`src/hw/rtl/rqi_pkg.sv`:
```
// Shared types, constants and saturating helpers of the ray-quadric intersection unit.
package rqi_pkg;

  // One ray beat.
  typedef struct packed {
    logic signed [31:0] origin_x;
    logic signed [31:0] origin_y;
    logic signed [31:0] origin_z;
    logic signed [31:0] dir_x;
    logic signed [31:0] dir_y;
    logic signed [31:0] dir_z;
    logic signed [31:0] near_limit;
    logic signed [31:0] far_limit;
  } ray_in_t;

  // One result beat.
  typedef struct packed {
    logic               hit;
    logic signed [31:0] distance;
    logic               root_taken;
  } ray_res_t;

  typedef logic signed [63:0] wide_t;

  // Configuration register indexes.
  localparam int unsigned CFG_IDX_W = 3;
  localparam int unsigned NUM_CFG   = 5;
  localparam logic [CFG_IDX_W-1:0] REG_XX_YY    = 3'd0;
  localparam logic [CFG_IDX_W-1:0] REG_ZZ_XY    = 3'd1;
  localparam logic [CFG_IDX_W-1:0] REG_XZ_YZ    = 3'd2;
  localparam logic [CFG_IDX_W-1:0] REG_X_Y      = 3'd3;
  localparam logic [CFG_IDX_W-1:0] REG_Z_CONST  = 3'd4;

  // Register reset values.
  localparam logic [63:0] RST_XX_YY   = 64'h0001_0000_0001_0000;
  localparam logic [63:0] RST_ZZ_XY   = 64'h0001_0000_0000_0000;
  localparam logic [63:0] RST_XZ_YZ   = 64'h0000_0000_0000_0000;
  localparam logic [63:0] RST_X_Y     = 64'h0000_0000_0000_0000;
  localparam logic [63:0] RST_Z_CONST = 64'h0000_0000_FFFF_0000;

  // Saturation limits of the wide intermediates.
  localparam wide_t SAT_MAX = 64'sh7FFF_FFFF_FFFF_FFFF;
  localparam wide_t SAT_MIN = 64'sh8000_0000_0000_0000;

  // Pipeline depths of the shared units.
  localparam int unsigned MUL_LAT   = 4;
  localparam int unsigned DIV_STEPS = 32;
  localparam int unsigned DIV_LAT   = DIV_STEPS + 3;
  localparam int unsigned NTERM     = 12;

  // Number of root bits, one pipeline stage each, for a positive 63-bit radicand.
  function automatic int unsigned sqrt_steps(input int unsigned frac);
    return (65 + frac) >> 1;
  endfunction

  // Saturating 64-bit add.
  function automatic wide_t sadd64(input wide_t x, input wide_t y);
    wide_t s;
    s = x + y;
    if (x[63] == y[63] && s[63] != x[63]) begin
      return x[63] ? SAT_MIN : SAT_MAX;
    end
    return s;
  endfunction

  // Saturating 64-bit subtract.
  function automatic wide_t ssub64(input wide_t x, input wide_t y);
    wide_t s;
    s = x - y;
    if (x[63] != y[63] && s[63] != x[63]) begin
      return x[63] ? SAT_MIN : SAT_MAX;
    end
    return s;
  endfunction

endpackage

```
`src/hw/rtl/rqi_mulq.sv`:
```
// Pipelined signed fixed-point multiplier: floor shift by the fraction width, 64-bit saturation.
module rqi_mulq import rqi_pkg::*; #(
  parameter int unsigned AW        = 32,
  parameter int unsigned BW        = 32,
  parameter int unsigned FRAC_BITS = 16
) (
  input  logic                 clk_i,
  input  logic signed [AW-1:0] a_i,
  input  logic signed [BW-1:0] b_i,
  output wide_t                p_o
);

  localparam int unsigned NA = AW / 32;
  localparam int unsigned NB = BW / 32;
  localparam int unsigned PW = AW + BW;
  localparam logic [PW-1:0] POS_LIM = PW'(64'h7FFF_FFFF_FFFF_FFFF);
  localparam logic [PW-1:0] NEG_LIM = PW'(64'h8000_0000_0000_0000);

  logic [AW-1:0] ma_q;
  logic [BW-1:0] mb_q;
  logic          neg1_q, neg2_q, neg3_q;
  logic [63:0]   pp_q [NA][NB];
  logic [PW-1:0] sum_d, sum_q;
  logic [PW-1:0] shq, ceilq;
  wide_t         p_d, p_q;

  // Stage 1: magnitudes and product sign.
  always_ff @(posedge clk_i) begin
    ma_q   <= a_i[AW-1] ? (~a_i + AW'(1)) : a_i;
    mb_q   <= b_i[BW-1] ? (~b_i + BW'(1)) : b_i;
    neg1_q <= a_i[AW-1] ^ b_i[BW-1];
  end

  // Stage 2: 32 by 32 partial products.
  always_ff @(posedge clk_i) begin
    for (int i = 0; i < NA; i++) begin
      for (int j = 0; j < NB; j++) begin
        pp_q[i][j] <= 64'(ma_q[32*i +: 32]) * 64'(mb_q[32*j +: 32]);
      end
    end
    neg2_q <= neg1_q;
  end

  // Stage 3: combine partial products into the exact magnitude.
  always_comb begin
    sum_d = '0;
    for (int i = 0; i < NA; i++) begin
      for (int j = 0; j < NB; j++) begin
        sum_d = sum_d + (PW'(pp_q[i][j]) << (32 * (i + j)));
      end
    end
  end

  always_ff @(posedge clk_i) begin
    sum_q  <= sum_d;
    neg3_q <= neg2_q;
  end

  // Stage 4: round toward minus infinity and saturate.
  always_comb begin
    shq   = sum_q >> FRAC_BITS;
    ceilq = shq + PW'(sum_q[FRAC_BITS-1:0] != '0);
    if (neg3_q) begin
      p_d = (ceilq > NEG_LIM) ? SAT_MIN : wide_t'(~ceilq[63:0] + 64'd1);
    end else begin
      p_d = (shq > POS_LIM) ? SAT_MAX : wide_t'(shq[63:0]);
    end
  end

  always_ff @(posedge clk_i) begin
    p_q <= p_d;
  end

  assign p_o = p_q;

endmodule

```
`config.mk`:
```
export PLATFORM = sky130hd
export DESIGN_NAME = rqi_mulq
export DESIGN_NICKNAME = d
export VERILOG_FILES = /design/src/hw/rtl/rqi_pkg.sv /design/src/hw/rtl/rqi_mulq.sv
export SDC_FILE = /design/constraint.sdc
export NUM_CORES = 2
export LEC_CHECK = 0
export BUFFER_PORTS_ARGS = -buffer_cell sky130_fd_sc_hd__buf_4
export CAP_MARGIN = 40
export CORE_ASPECT_RATIO = 1.25
export CORE_MARGIN = 2
export CORE_UTILIZATION = 52
export DETAILED_ROUTE_END_ITERATION = 8
export PLACE_DENSITY = 0.67
export RECOVER_POWER = 25
export SYNTH_ARGS = -nofsm -noshare
export SYNTH_HDL_FRONTEND = slang
export SYNTH_SLANG_ARGS = --single-unit
export TNS_END_PERCENT = 10
```
`constraint.sdc`:
```
create_clock -name clk_i -period 9.8 [get_ports clk_i]
set_input_delay 0.49 -clock clk_i [delete_from_list [all_inputs] [get_ports clk_i]]
set_output_delay 0.49 -clock clk_i [all_outputs]
set_load 0.03 [all_outputs]
```
==> out/qor.yml <==
die:
  initial_core_util_pct: 52.4
  num_rows: 118
  die_h_um: 327
  core_mm2: 0.0827
  die_w_um: 262
  die_area_mm2: 0.0857
  ios: 129
sta:
  post-route-min-period_ns: 8.59
  fin_crit_sh_pct: 87.7
  fin_skew_ns: 0.0212
  worst_pin_slew_ns: 1.30
  hold_ws_ns: 0.0631
  setup_tns_ns: 0
  hold_violations: 0
  worst_slack_ns: 1.21
  setup_viol: 0
  final_max_slew_viol_count: 0
  fmax_mhz: 116
  rsz0062_at_grt: "no"
  slew_headroom_pct: 13.5
clock_tree:
  htree_levels: 1
  path_clk_slew_ns: 0.07
  cts_inserted_buffers: 27
  cts-root-buf: "clkbuf_16"
  holdBufCountCts: 0
  cts_setup_buffers: 0
  cts.sinks: 259
  clock_latency_ns: 0.58
  cts_tree: "yes"
  cts.path.max_buffers: 3
  cts_resized: 0
global_routing:
  grtUsageTotal_pct: 27.4
  overflow: 0
  grt_max_degree: 43
  antenna_found_initial: 0
  grt_pass1_wl_um: 185000
  grt_pass1_vias: 33887
detailed_routing:
  avgRoutedWirePerCell_um: 19.9
  vias: 31642
  remaining_drc_errors: 0
  ant_nets: 0
  wirelength_um: 115000
  met3WireLength_um: 9500
  top_layer: "met4"
  met1_length_um: 46100
  wl_met2_um: 54100
  drt-pass1-iter-count: 5
  drtIter0Drc: 2092
  vias_per_cell: 5.47
yosys:
  synth.net_count: 5923
  synthFlopType: "dfxtp_1"
  yosysSeqAreaShare_pct: 12.0
  ys_seq_elements: 259
  synth.distinct_cells: 92
  syn_inst: 4694
  yosysWarnings: 0
  syn_area_per_cell_um2: 9.24
  synth_edf_count: 0
  synthesis.area_mm2: 0.0434
  synthArstFlopShare_pct: 0
critical_path:
  crit_slowest_cell: "dfxtp_1"
  cpPeakStageDelay_ns: 0.76
  worstPathRequired_ns: 10.26
  start_kind: "register"
  cp-end-kind: "register"
  path_common_cell: "fa_1"
  crit_fanout: 18
  crit_arrival_ns: 9.05
  cp_cell_sequence: "buf_4 -> nand2_1 -> fa_1 -> inv_1 -> fa_1 -> inv_1 -> fa_1 -> inv_1 -> fa_1 -> fa_1 -> fa_1 -> fa_1 -> fa_1 -> ha_1 -> nand3_1 -> or4_1 -> o31ai_1 -> a31oi_1 -> o311a_1 -> a311o_1"
  worstSetupPathType: "reg2reg"
  startpoint: "mb_q[8]"
  timing.rr.start: "mb_q[8]"
flow_run:
  max_cap_violations: 0
placement:
  dpl.hpwl_um: 93700
  io_buffers: 128
  globalplace.congestion: 0.949
  pre_cts_ws_ns: 1.17
layout:
  syn_to_final_growth_pct: 7.00
  drive_above_1_share_pct: 6.94
  final_nets: 5906
  fin_util_pct: 56.1
  fillers: 7485
min_path:
  hold_path.startpoint: "a_i[0]"
  hp-class: "in2reg"
status:
  status: "finished, final reports clean"
sequential cells by signal, indices dropped and copies added (netlist names):
signal	cells
mb_q	32
ma_q	32
sum_q	64
neg1_q	1
neg2_q	1
pp_q	64
p_o	64
neg3_q	1
metrics by stage:
step,area [µm²],std cells
after floorplan,43400,4694
after global placement,45200,5712
after detailed placement,45500,5728
after CTS,46400,5778
after global routing,46400,5778
final,46400,5780
area by class of cell:
type,instances,area [µm²],area share [%]
Antenna cell,2,5.00,0.0108
Inverter,885,3320,7.17
Multi-Input combinational cell,3288,33800,72.9
Tap cell,1080,1350,2.91
Timing Repair Buffer,216,1780,3.83
Sequential cell,259,5200,11.2
Clock inverter,16,139,0.299
Clock buffer,34,772,1.66
metal layers:
layer,vias up,global-route usage (%)
li1,14268,-
met1,15876,35.9
met2,1250,45.3
met3,248,5.31
met4,0,10.5
met5,-,0
synthesized netlist by cell type (23+ instances only):
master	instances	area, µm²
nand2_1	552	2070
and3_1	23	144
and2_1	610	3820
fa_1	896	17900
inv_1	883	3310
nor2_1	80	300
o21ai_0	86	430
a21oi_1	83	415
nand3_1	53	265
ha_1	268	3350
dfxtp_1	259	5180
nor4_1	24	150
xnor2_1	134	1170
a31oi_1	35	219
or3_1	25	156
clkbuf_1	239	897
nor3_1	37	185
xor2_1	51	447
nand4_1	33	206
a21o_1	28	210
logic make-up after synthesis:
group | synth area share (%)
AOI/OAI and AO/OA | 5.76
adders and majority gates | 49.1
DFF | 12.0
and+or+nand+nor | 19.0
buffers and inverters | 10.0
xor gates and xnor gates | 3.74
muxes | 0.427
critical path, delay by kind of cell, from the launching register on:
family | cells | cell delay, ns
simple gates | 3 | 0.85
buf+inv | 4 | 0.53
compound gates | 4 | 1.80
fa+ha+maj | 9 | 4.52
flops | 1 | 0.76
final timing paths:
| check | to | cells after the start | slack [ns] |
|---|---|---|---|
| setup / recovery | pp_q[0][60] | 20 | 1.21 |
| setup reg to reg | pp_q[0][60] | 20 | 1.21 |
| hold reg to reg | sum_q[49] | 0 | 0.32 |
| hold / removal | ma_q[0] | 1 | 0.06 |
placed cells by master (no fill, tap or decap), types with 8 or more instances in the layout:
cell / n
nor2_1: 80
and2_1: 610
fa_1: 896
a21o_1: 28
or4_1: 20
buf_4: 196
o41ai_1: 13
a211oi_1: 9
a21oi_1: 83
nand4_1: 33
dfxtp_2: 15
nor3_1: 37
and3_1: 23
nand2_1: 552
mux2i_1: 14
nor4_1: 24
o21ai_0: 86
o211ai_1: 13
o21bai_1: 15
xor2_1: 51
a31oi_1: 35
nand3_1: 53
or3_1: 25
clkbuf_16: 27
xnor2_1: 134
and4_1: 16
o31ai_1: 19
nand2b_1: 11
o21a_1: 8
ha_1: 268
dfxtp_1: 244
buf_8: 9
inv_1: 883
Power is left out: the tool's default activity adds up to more than one toggle a clock period on the data nets, which glitch-free logic cannot reach.
