<file path="src/hw/rtl/rqi_pkg.sv">
// Shared types, constants and saturating helpers of the ray-quadric intersection unit.
package rqi_pkg;

  // One ray beat.
  typedef struct packed {
    logic signed [31:0] origin_x;
    logic signed [31:0] origin_y;
    logic signed [31:0] origin_z;
    logic signed [31:0] dir_x;
    logic signed [31:0] dir_y;
    logic signed [31:0] dir_z;
    logic signed [31:0] near_limit;
    logic signed [31:0] far_limit;
  } ray_in_t;

  // One result beat.
  typedef struct packed {
    logic               hit;
    logic signed [31:0] distance;
    logic               root_taken;
  } ray_res_t;

  typedef logic signed [63:0] wide_t;

  // Configuration register indexes.
  localparam int unsigned CFG_IDX_W = 3;
  localparam int unsigned NUM_CFG   = 5;
  localparam logic [CFG_IDX_W-1:0] REG_XX_YY    = 3'd0;
  localparam logic [CFG_IDX_W-1:0] REG_ZZ_XY    = 3'd1;
  localparam logic [CFG_IDX_W-1:0] REG_XZ_YZ    = 3'd2;
  localparam logic [CFG_IDX_W-1:0] REG_X_Y      = 3'd3;
  localparam logic [CFG_IDX_W-1:0] REG_Z_CONST  = 3'd4;

  // Register reset values.
  localparam logic [63:0] RST_XX_YY   = 64'h0001_0000_0001_0000;
  localparam logic [63:0] RST_ZZ_XY   = 64'h0001_0000_0000_0000;
  localparam logic [63:0] RST_XZ_YZ   = 64'h0000_0000_0000_0000;
  localparam logic [63:0] RST_X_Y     = 64'h0000_0000_0000_0000;
  localparam logic [63:0] RST_Z_CONST = 64'h0000_0000_FFFF_0000;

  // Saturation limits of the wide intermediates.
  localparam wide_t SAT_MAX = 64'sh7FFF_FFFF_FFFF_FFFF;
  localparam wide_t SAT_MIN = 64'sh8000_0000_0000_0000;

  // Pipeline depths of the shared units.
  localparam int unsigned MUL_LAT   = 4;
  localparam int unsigned DIV_STEPS = 32;
  localparam int unsigned DIV_LAT   = DIV_STEPS + 3;
  localparam int unsigned NTERM     = 12;

  // Number of root bits, one pipeline stage each, for a positive 63-bit radicand.
  function automatic int unsigned sqrt_steps(input int unsigned frac);
    return (65 + frac) >> 1;
  endfunction

  // Saturating 64-bit add.
  function automatic wide_t sadd64(input wide_t x, input wide_t y);
    wide_t s;
    s = x + y;
    if (x[63] == y[63] && s[63] != x[63]) begin
      return x[63] ? SAT_MIN : SAT_MAX;
    end
    return s;
  endfunction

  // Saturating 64-bit subtract.
  function automatic wide_t ssub64(input wide_t x, input wide_t y);
    wide_t s;
    s = x - y;
    if (x[63] != y[63] && s[63] != x[63]) begin
      return x[63] ? SAT_MIN : SAT_MAX;
    end
    return s;
  endfunction

endpackage

</file>
<file path="src/hw/rtl/rqi_delay.sv">
// Fixed-depth shift line that keeps side data aligned with the arithmetic units.
module rqi_delay import rqi_pkg::*; #(
  parameter int unsigned W     = 64,
  parameter int unsigned DEPTH = 4
) (
  input  logic         clk_i,
  input  logic [W-1:0] d_i,
  output logic [W-1:0] q_o
);

  logic [W-1:0] sr_q [DEPTH];

  // Shift one stage per cycle.
  always_ff @(posedge clk_i) begin
    sr_q[0] <= d_i;
    for (int k = 1; k < DEPTH; k++) begin
      sr_q[k] <= sr_q[k-1];
    end
  end

  assign q_o = sr_q[DEPTH-1];

endmodule

</file>
<file path="config.mk">
export PLATFORM = sky130hd
export DESIGN_NAME = rqi_delay
export DESIGN_NICKNAME = d
export VERILOG_FILES = /design/src/hw/rtl/rqi_pkg.sv /design/src/hw/rtl/rqi_delay.sv
export SDC_FILE = /design/constraint.sdc
export NUM_CORES = 1
export LEC_CHECK = 0
export BUFFER_PORTS_ARGS = -buffer_cell sky130_fd_sc_hd__buf_2
export CAP_MARGIN = 20
export CORE_MARGIN = 4
export CORE_UTILIZATION = 48
export CTS_BUF_LIST = sky130_fd_sc_hd__clkbuf_2
export DETAILED_ROUTE_END_ITERATION = 12
export PLACE_DENSITY_LB_ADDON = 0.15
export REMOVE_ABC_BUFFERS = 1
export SLEW_MARGIN = 20
export SYNTH_ARGS = -nofsm -noshare
export SYNTH_HDL_FRONTEND = slang
export SYNTH_SLANG_ARGS = --single-unit
</file>
<file path="constraint.sdc">
create_clock -name clk_i -period 1.1 [get_ports clk_i]
set_input_delay 0.055 -clock clk_i [delete_from_list [all_inputs] [get_ports clk_i]]
set_output_delay 0.055 -clock clk_i [all_outputs]
set_load 0.01 [all_outputs]
</file>
==> reports/results.md, run 1 <==
| Step | Metric | Value |
| --- | --- | --- |
| clock network | Root buffer cell | sky130_fd_sc_hd__clkbuf_2 |
| clock network | Deepest level of the CTS H-tree | 2 |
| placed design | Final estimated routing congestion in global placement | 0.690 |
| die | Count of standard-cell rows | 37 |
| synthesis | Post-synth design cell area | 5120 um2 |
| clock network | CTS-repair resized insts | 40 |
| synthesis | Per-instance average area after synthesis | 20.0 um2 |
| outcome | Last stage the flow got to | clock tree synthesis (4_1_cts) |
| clock network | Clock sinks | 256 |
| die | Number of top-level pins | 129 |
| synthesis | Number of distinct library cells after synthesis | 1 |
| placed design | HPWL after DPL | 4.12 mm |
| clock network | Maximum count of clock buffers along a single path | 3 |
| clock network | Number of CTS-inserted buffers | 54 |
| clock network | # hold bufs at CTS | 125 |
| synthesis | Gate Count Post-Synth | 256 |
| placed design | Total placed instance area | 5940 um2 |
| clock network | Post-CTS setup buffer count | 0 |
| die | Die X | 111 um |
| synthesis | Cells taking the most area after synthesis | sky130_fd_sc_hd__dfxtp_1 |
| synthesis | Proportion of synthesized chip area in sequential cells | 100% |
| outcome | Error that ended the run | [ERROR RSZ-0060] Max buffer count reached. |
| die | Effective utilization at floorplan | 49.4% |
| placed design | Port buffer count | 128 |
| die | Die height | 111 um |
| synthesis | Number of register bits inferred by synthesis | 256 |
| synthesis | Fraction of post-synthesis cell area in the top cell type by area | 100% |
| synthesis | Synth Warn # | 0 |
| synthesis | Dominant cell type by area after synthesis | sky130_fd_sc_hd__dfxtp_1 |
| outcome | Result of the run | aborted with a tool error |
## cells in the mapped netlist
cell / instances
sky130_fd_sc_hd__dfxtp_1: 256
## through the flow
stage / utilization, % / setup slack, ns / instances
floorplan: - / 0.714 / 256
global placement: 57.2 / 0.595 / 520
detailed placement: 57.2 / 0.594 / 520
## cells by family after synthesis
| logic type | share of synthesized area, % |
|---|---|
| flops | 100 |
==> run 2, diff against run 1 <==
--- a/config.mk
+++ b/config.mk
@@ -8,8 +8,7 @@
 export BUFFER_PORTS_ARGS = -buffer_cell sky130_fd_sc_hd__buf_2
 export CAP_MARGIN = 20
 export CORE_MARGIN = 4
-export CORE_UTILIZATION = 48
-export CTS_BUF_LIST = sky130_fd_sc_hd__clkbuf_2
+export CORE_UTILIZATION = 33
 export DETAILED_ROUTE_END_ITERATION = 12
 export PLACE_DENSITY_LB_ADDON = 0.15
 export REMOVE_ABC_BUFFERS = 1
==> run 2 against run 1 <==
The flow now finishes without violations. Synthesized area is the same. Synthesized cell count did not move.
==> reports/results.md, run 2 <==
| Step | Metric | Value |
| --- | --- | --- |
| timing | Fin. max-slew vios | 0 |
| finish | Top flop regs | sr_q (256) |
| pwr | Static Leak | 3.34 nW |
| grt | Aggregate global routing overflow | 0 |
| timing | Post-layout min period | 1.03 ns |
| die | Die height | 133 um |
| pwr | Design internal power | 15.2 mW |
| setup path | Maximum fanout encountered on the critical timing path | 1 |
| clock network | TritonCTS clock tree | done |
| setup path | Cell chain of the critical path | buf_2 |
| hold path | Kind of path behind the tightest hold check | input pin to flop |
| placed design | Port buffer count | 128 |
| drt | Met3 routed WL | 697 um |
| drt | DRT iter0 DRCs | 53 |
| synthesis | Fraction of post-synthesis cell area in the top cell type by area | 100% |
| synthesis | Most frequently used cell type in the post-synthesis netlist | sky130_fd_sc_hd__dfxtp_1 |
| drt | DR top layer | met4 |
| finish | Cell area after layout | 7460 um2 |
| drt | Post-route DRC violation count | 0 |
| finish | Count of multi-input gates | 0 |
| drt | Detailed-route wire length on metal 1 | 3.18 mm |
| drt | Final wirelength | 7.16 mm |
| pwr | Power share of the combinational group | 2.6% |
| setup path | Worst Setup End Kind | output port |
| grt | Largest net degree at the start of global routing | 15 |
| setup path | Critical path's slowest cell | sky130_fd_sc_hd__dfxtp_1 |
| timing | Max Clk Rate | 975 MHz |
| finish | Most frequent cells in the layout | sky130_fd_sc_hd__dfxtp_1, sky130_fd_sc_hd__buf_2, sky130_fd_sc_hd__dlygate4sd3_1 |
| clock network | Deepest level of the CTS H-tree | 1 |
| setup path | Buf+Inv Stages, Crit Path | 1 |
| outcome | Result of the run | finished, final reports clean |
| run | Max-cap violation count | 0 |
| grt | First-pass GRT wire length | 11.4 mm |
| clock network | CTS-repair resized insts | 0 |
| drt | Remaining number of nets flagged by the antenna check after routing | 0 |
| synthesis | Proportion of synthesized chip area in sequential cells | 100% |
| timing | Setup Total Neg Slack | 0 ns |
| pwr | Switching power as a share of total power | 18.6% |
| die | Die Footprint | 17600 um2 |
| synthesis | Proportion of synthesized flip-flops having asynchronous set or reset | 0% |
| clock network | Register clock-pin slew on the reported worst setup and hold paths | 0.06 ns |
| timing | Slew at the pin with the worst max-slew slack | 0.133 ns |
| pwr | Power share of the clock group | 44.4% |
| finish | Ratio of cells with drive above 1 in the final layout | 34.1% |
| setup path | Sort of element at the start of the critical path | flop |
| drt | Amount of wire on met2 after detailed routing | 3.09 mm |
| placed design | Final estimated routing congestion in global placement | 0.603 |
| setup path | Start-to-end type of the worst setup path | flop to output port |
| synthesis | Per-instance average area after synthesis | 20.0 um2 |
| synthesis | Synth Warn # | 0 |
| finish | Commonest non-fill, non-tap cell in the layout | sky130_fd_sc_hd__dfxtp_1 |
| grt | Number of global-route vias before repair | 2488 |
| timing | Relative slew slack | 91.1% |
| clock network | Clock sinks | 256 |
| die | Core area | 15200 um2 |
| grt | Global Route Usage Sum | 8.02% |
| pwr | Sw Pwr | 3.45 mW |
| finish | Largest reg by FF count | sr_q |
| clock network | Number of CTS-inserted buffers | 25 |
| finish | Area overhead of the layout relative to synthesis | 45.7% |
| finish | Combined area of the multi-input logic cells | 0 um2 |
| grt | Initial antenna violation count | 0 |
| synthesis | Most used DFF post-synth | sky130_fd_sc_hd__dfxtp_1 |
| die | Number of top-level pins | 129 |
| clock network | Clock insertion delay at the later pin of the skew report | 0.49 ns |
| die | Effective utilization at floorplan | 33.7% |
| synthesis | Leading cell types by count after synthesis | sky130_fd_sc_hd__dfxtp_1 |
| synthesis | Post-synth design cell area | 5120 um2 |
| finish | Final #Nets | 540 |
| placed design | HPWL after DPL | 4.11 mm |
| pwr | Total Power | 18.6 mW |
| clock network | Root buffer cell | sky130_fd_sc_hd__clkbuf_16 |
| timing | Final hold violations | 0 |
| pwr | Worst ir drop on vdd | 1.49 mV |
| synthesis | Number of enable-type register cells in the synthesized netlist | 0 |
| drt | Wire length per cell | 10.5 um |
| pwr | Share of power burned in registers | 53.1% |
| setup path | Kind of cell with the highest combined delay on the critical path | flip-flops |
| setup path | CP Data Arrival Time | 0.97 ns |
| timing | Setup repair after global routing missed its margin | no |
| die | Die X | 133 um |
| die | Count of standard-cell rows | 45 |
| drt | Number of vias per cell | 3.47 |
| synthesis | Number of distinct library cells after synthesis | 1 |
| clock network | Maximum count of clock buffers along a single path | 3 |
| synthesis | Dominant cell type by area after synthesis | sky130_fd_sc_hd__dfxtp_1 |
| drt | Vias after detailed routing | 2360 |
| timing | Final cycle utilization of the critical path | 93.2% |
| drt | Number of search-and-repair iterations in the first detailed-routing pass | 3 |
| finish | Number of flip-flops in the largest register | 256 |
| setup path | Slowest Stage Delay on Critical Path | 0.34 ns |
| pwr | Power density over cell area | 2490 nW/um2 |
| setup path | Worst endpoint required time | 1.04 ns |
| synthesis | Cells taking the most area after synthesis | sky130_fd_sc_hd__dfxtp_1 |
| finish | Diode count | 0 |
| synthesis | Gate Count Post-Synth | 256 |
| synthesis | Number of register bits inferred by synthesis | 256 |
| timing | Setup clock skew after layout | 0.00450 ns |
| timing | Total setup violations reported at the end of the flow | 0 |
| placed design | Total placed instance area | 6000 um2 |
-- run 2: cell counts after synthesis --
Identical to the previous run, type by type.
-- run 2: metrics by stage --
step	cells	hold slack, ns	util (%)	setup slack, ns
5_1_grt	681	0.169	49.1	0.0304
6_report	681	0.194	49.1	0.0746
3_5_place_dp	572	0.159	39.5	0.583
4_1_cts	681	0.166	49.1	0.0462
3_3_place_gp	572	0.158	39.5	0.587
2_1_floorplan	256	0.0827	-	0.714
-- run 2: cells by family after synthesis --
group	count (synthesis)	synth area share [%]
DFF	256	100
-- run 2: layout make-up --
cell class / instances / area (um2)
tap: 188 / 235
clock inverter: 12 / 138
sequential: 256 / 5120
timing repair buffer: 192 / 1280
fill: 1274 / 7740
clock buffer: 33 / 686
-- run 2: power groups by stage --
| stage | Combinational [mW] | Sequential [mW] | Clock (mW) |
|---|---|---|---|
| floorplan | 0 | 10.1 | 0 |
| global placement | 0.302 | 10.1 | 0 |
| detailed placement | 0.301 | 10.1 | 0 |
| CTS | 0.478 | 9.89 | 8.60 |
| global route | 0.517 | 9.92 | 8.94 |
| finish | 0.475 | 9.88 | 8.26 |
-- run 2: worst paths after layout --
check                    from           to  slack (ns)  depth (start not counted)
setup / recovery  sr_q[3][17]      q_o[17]        0.07                          1
hold / removal        d_i[36]  sr_q[0][36]        0.19                          2
hold reg to reg   sr_q[1][58]  sr_q[2][58]        0.32                          0
setup reg to reg  sr_q[2][58]  sr_q[3][58]        0.68                          0
-- run 2: timing repair --
item,in CTS,in global routing
setup buffers,0,0
hold buffers,64,0
endpoints found under the hold margin,64,0
-- run 2: routing by layer --
| layer | global-route usage (%) | vias to the layer above |
|---|---|---|
| li1 | - | 1226 |
| met1 | 9.33 | 1020 |
| met2 | 12.5 | 99 |
| met3 | 3.69 | 15 |
| met4 | 4.04 | 0 |
| met5 | 0 | - |
(Power assumes the default switching activity.)
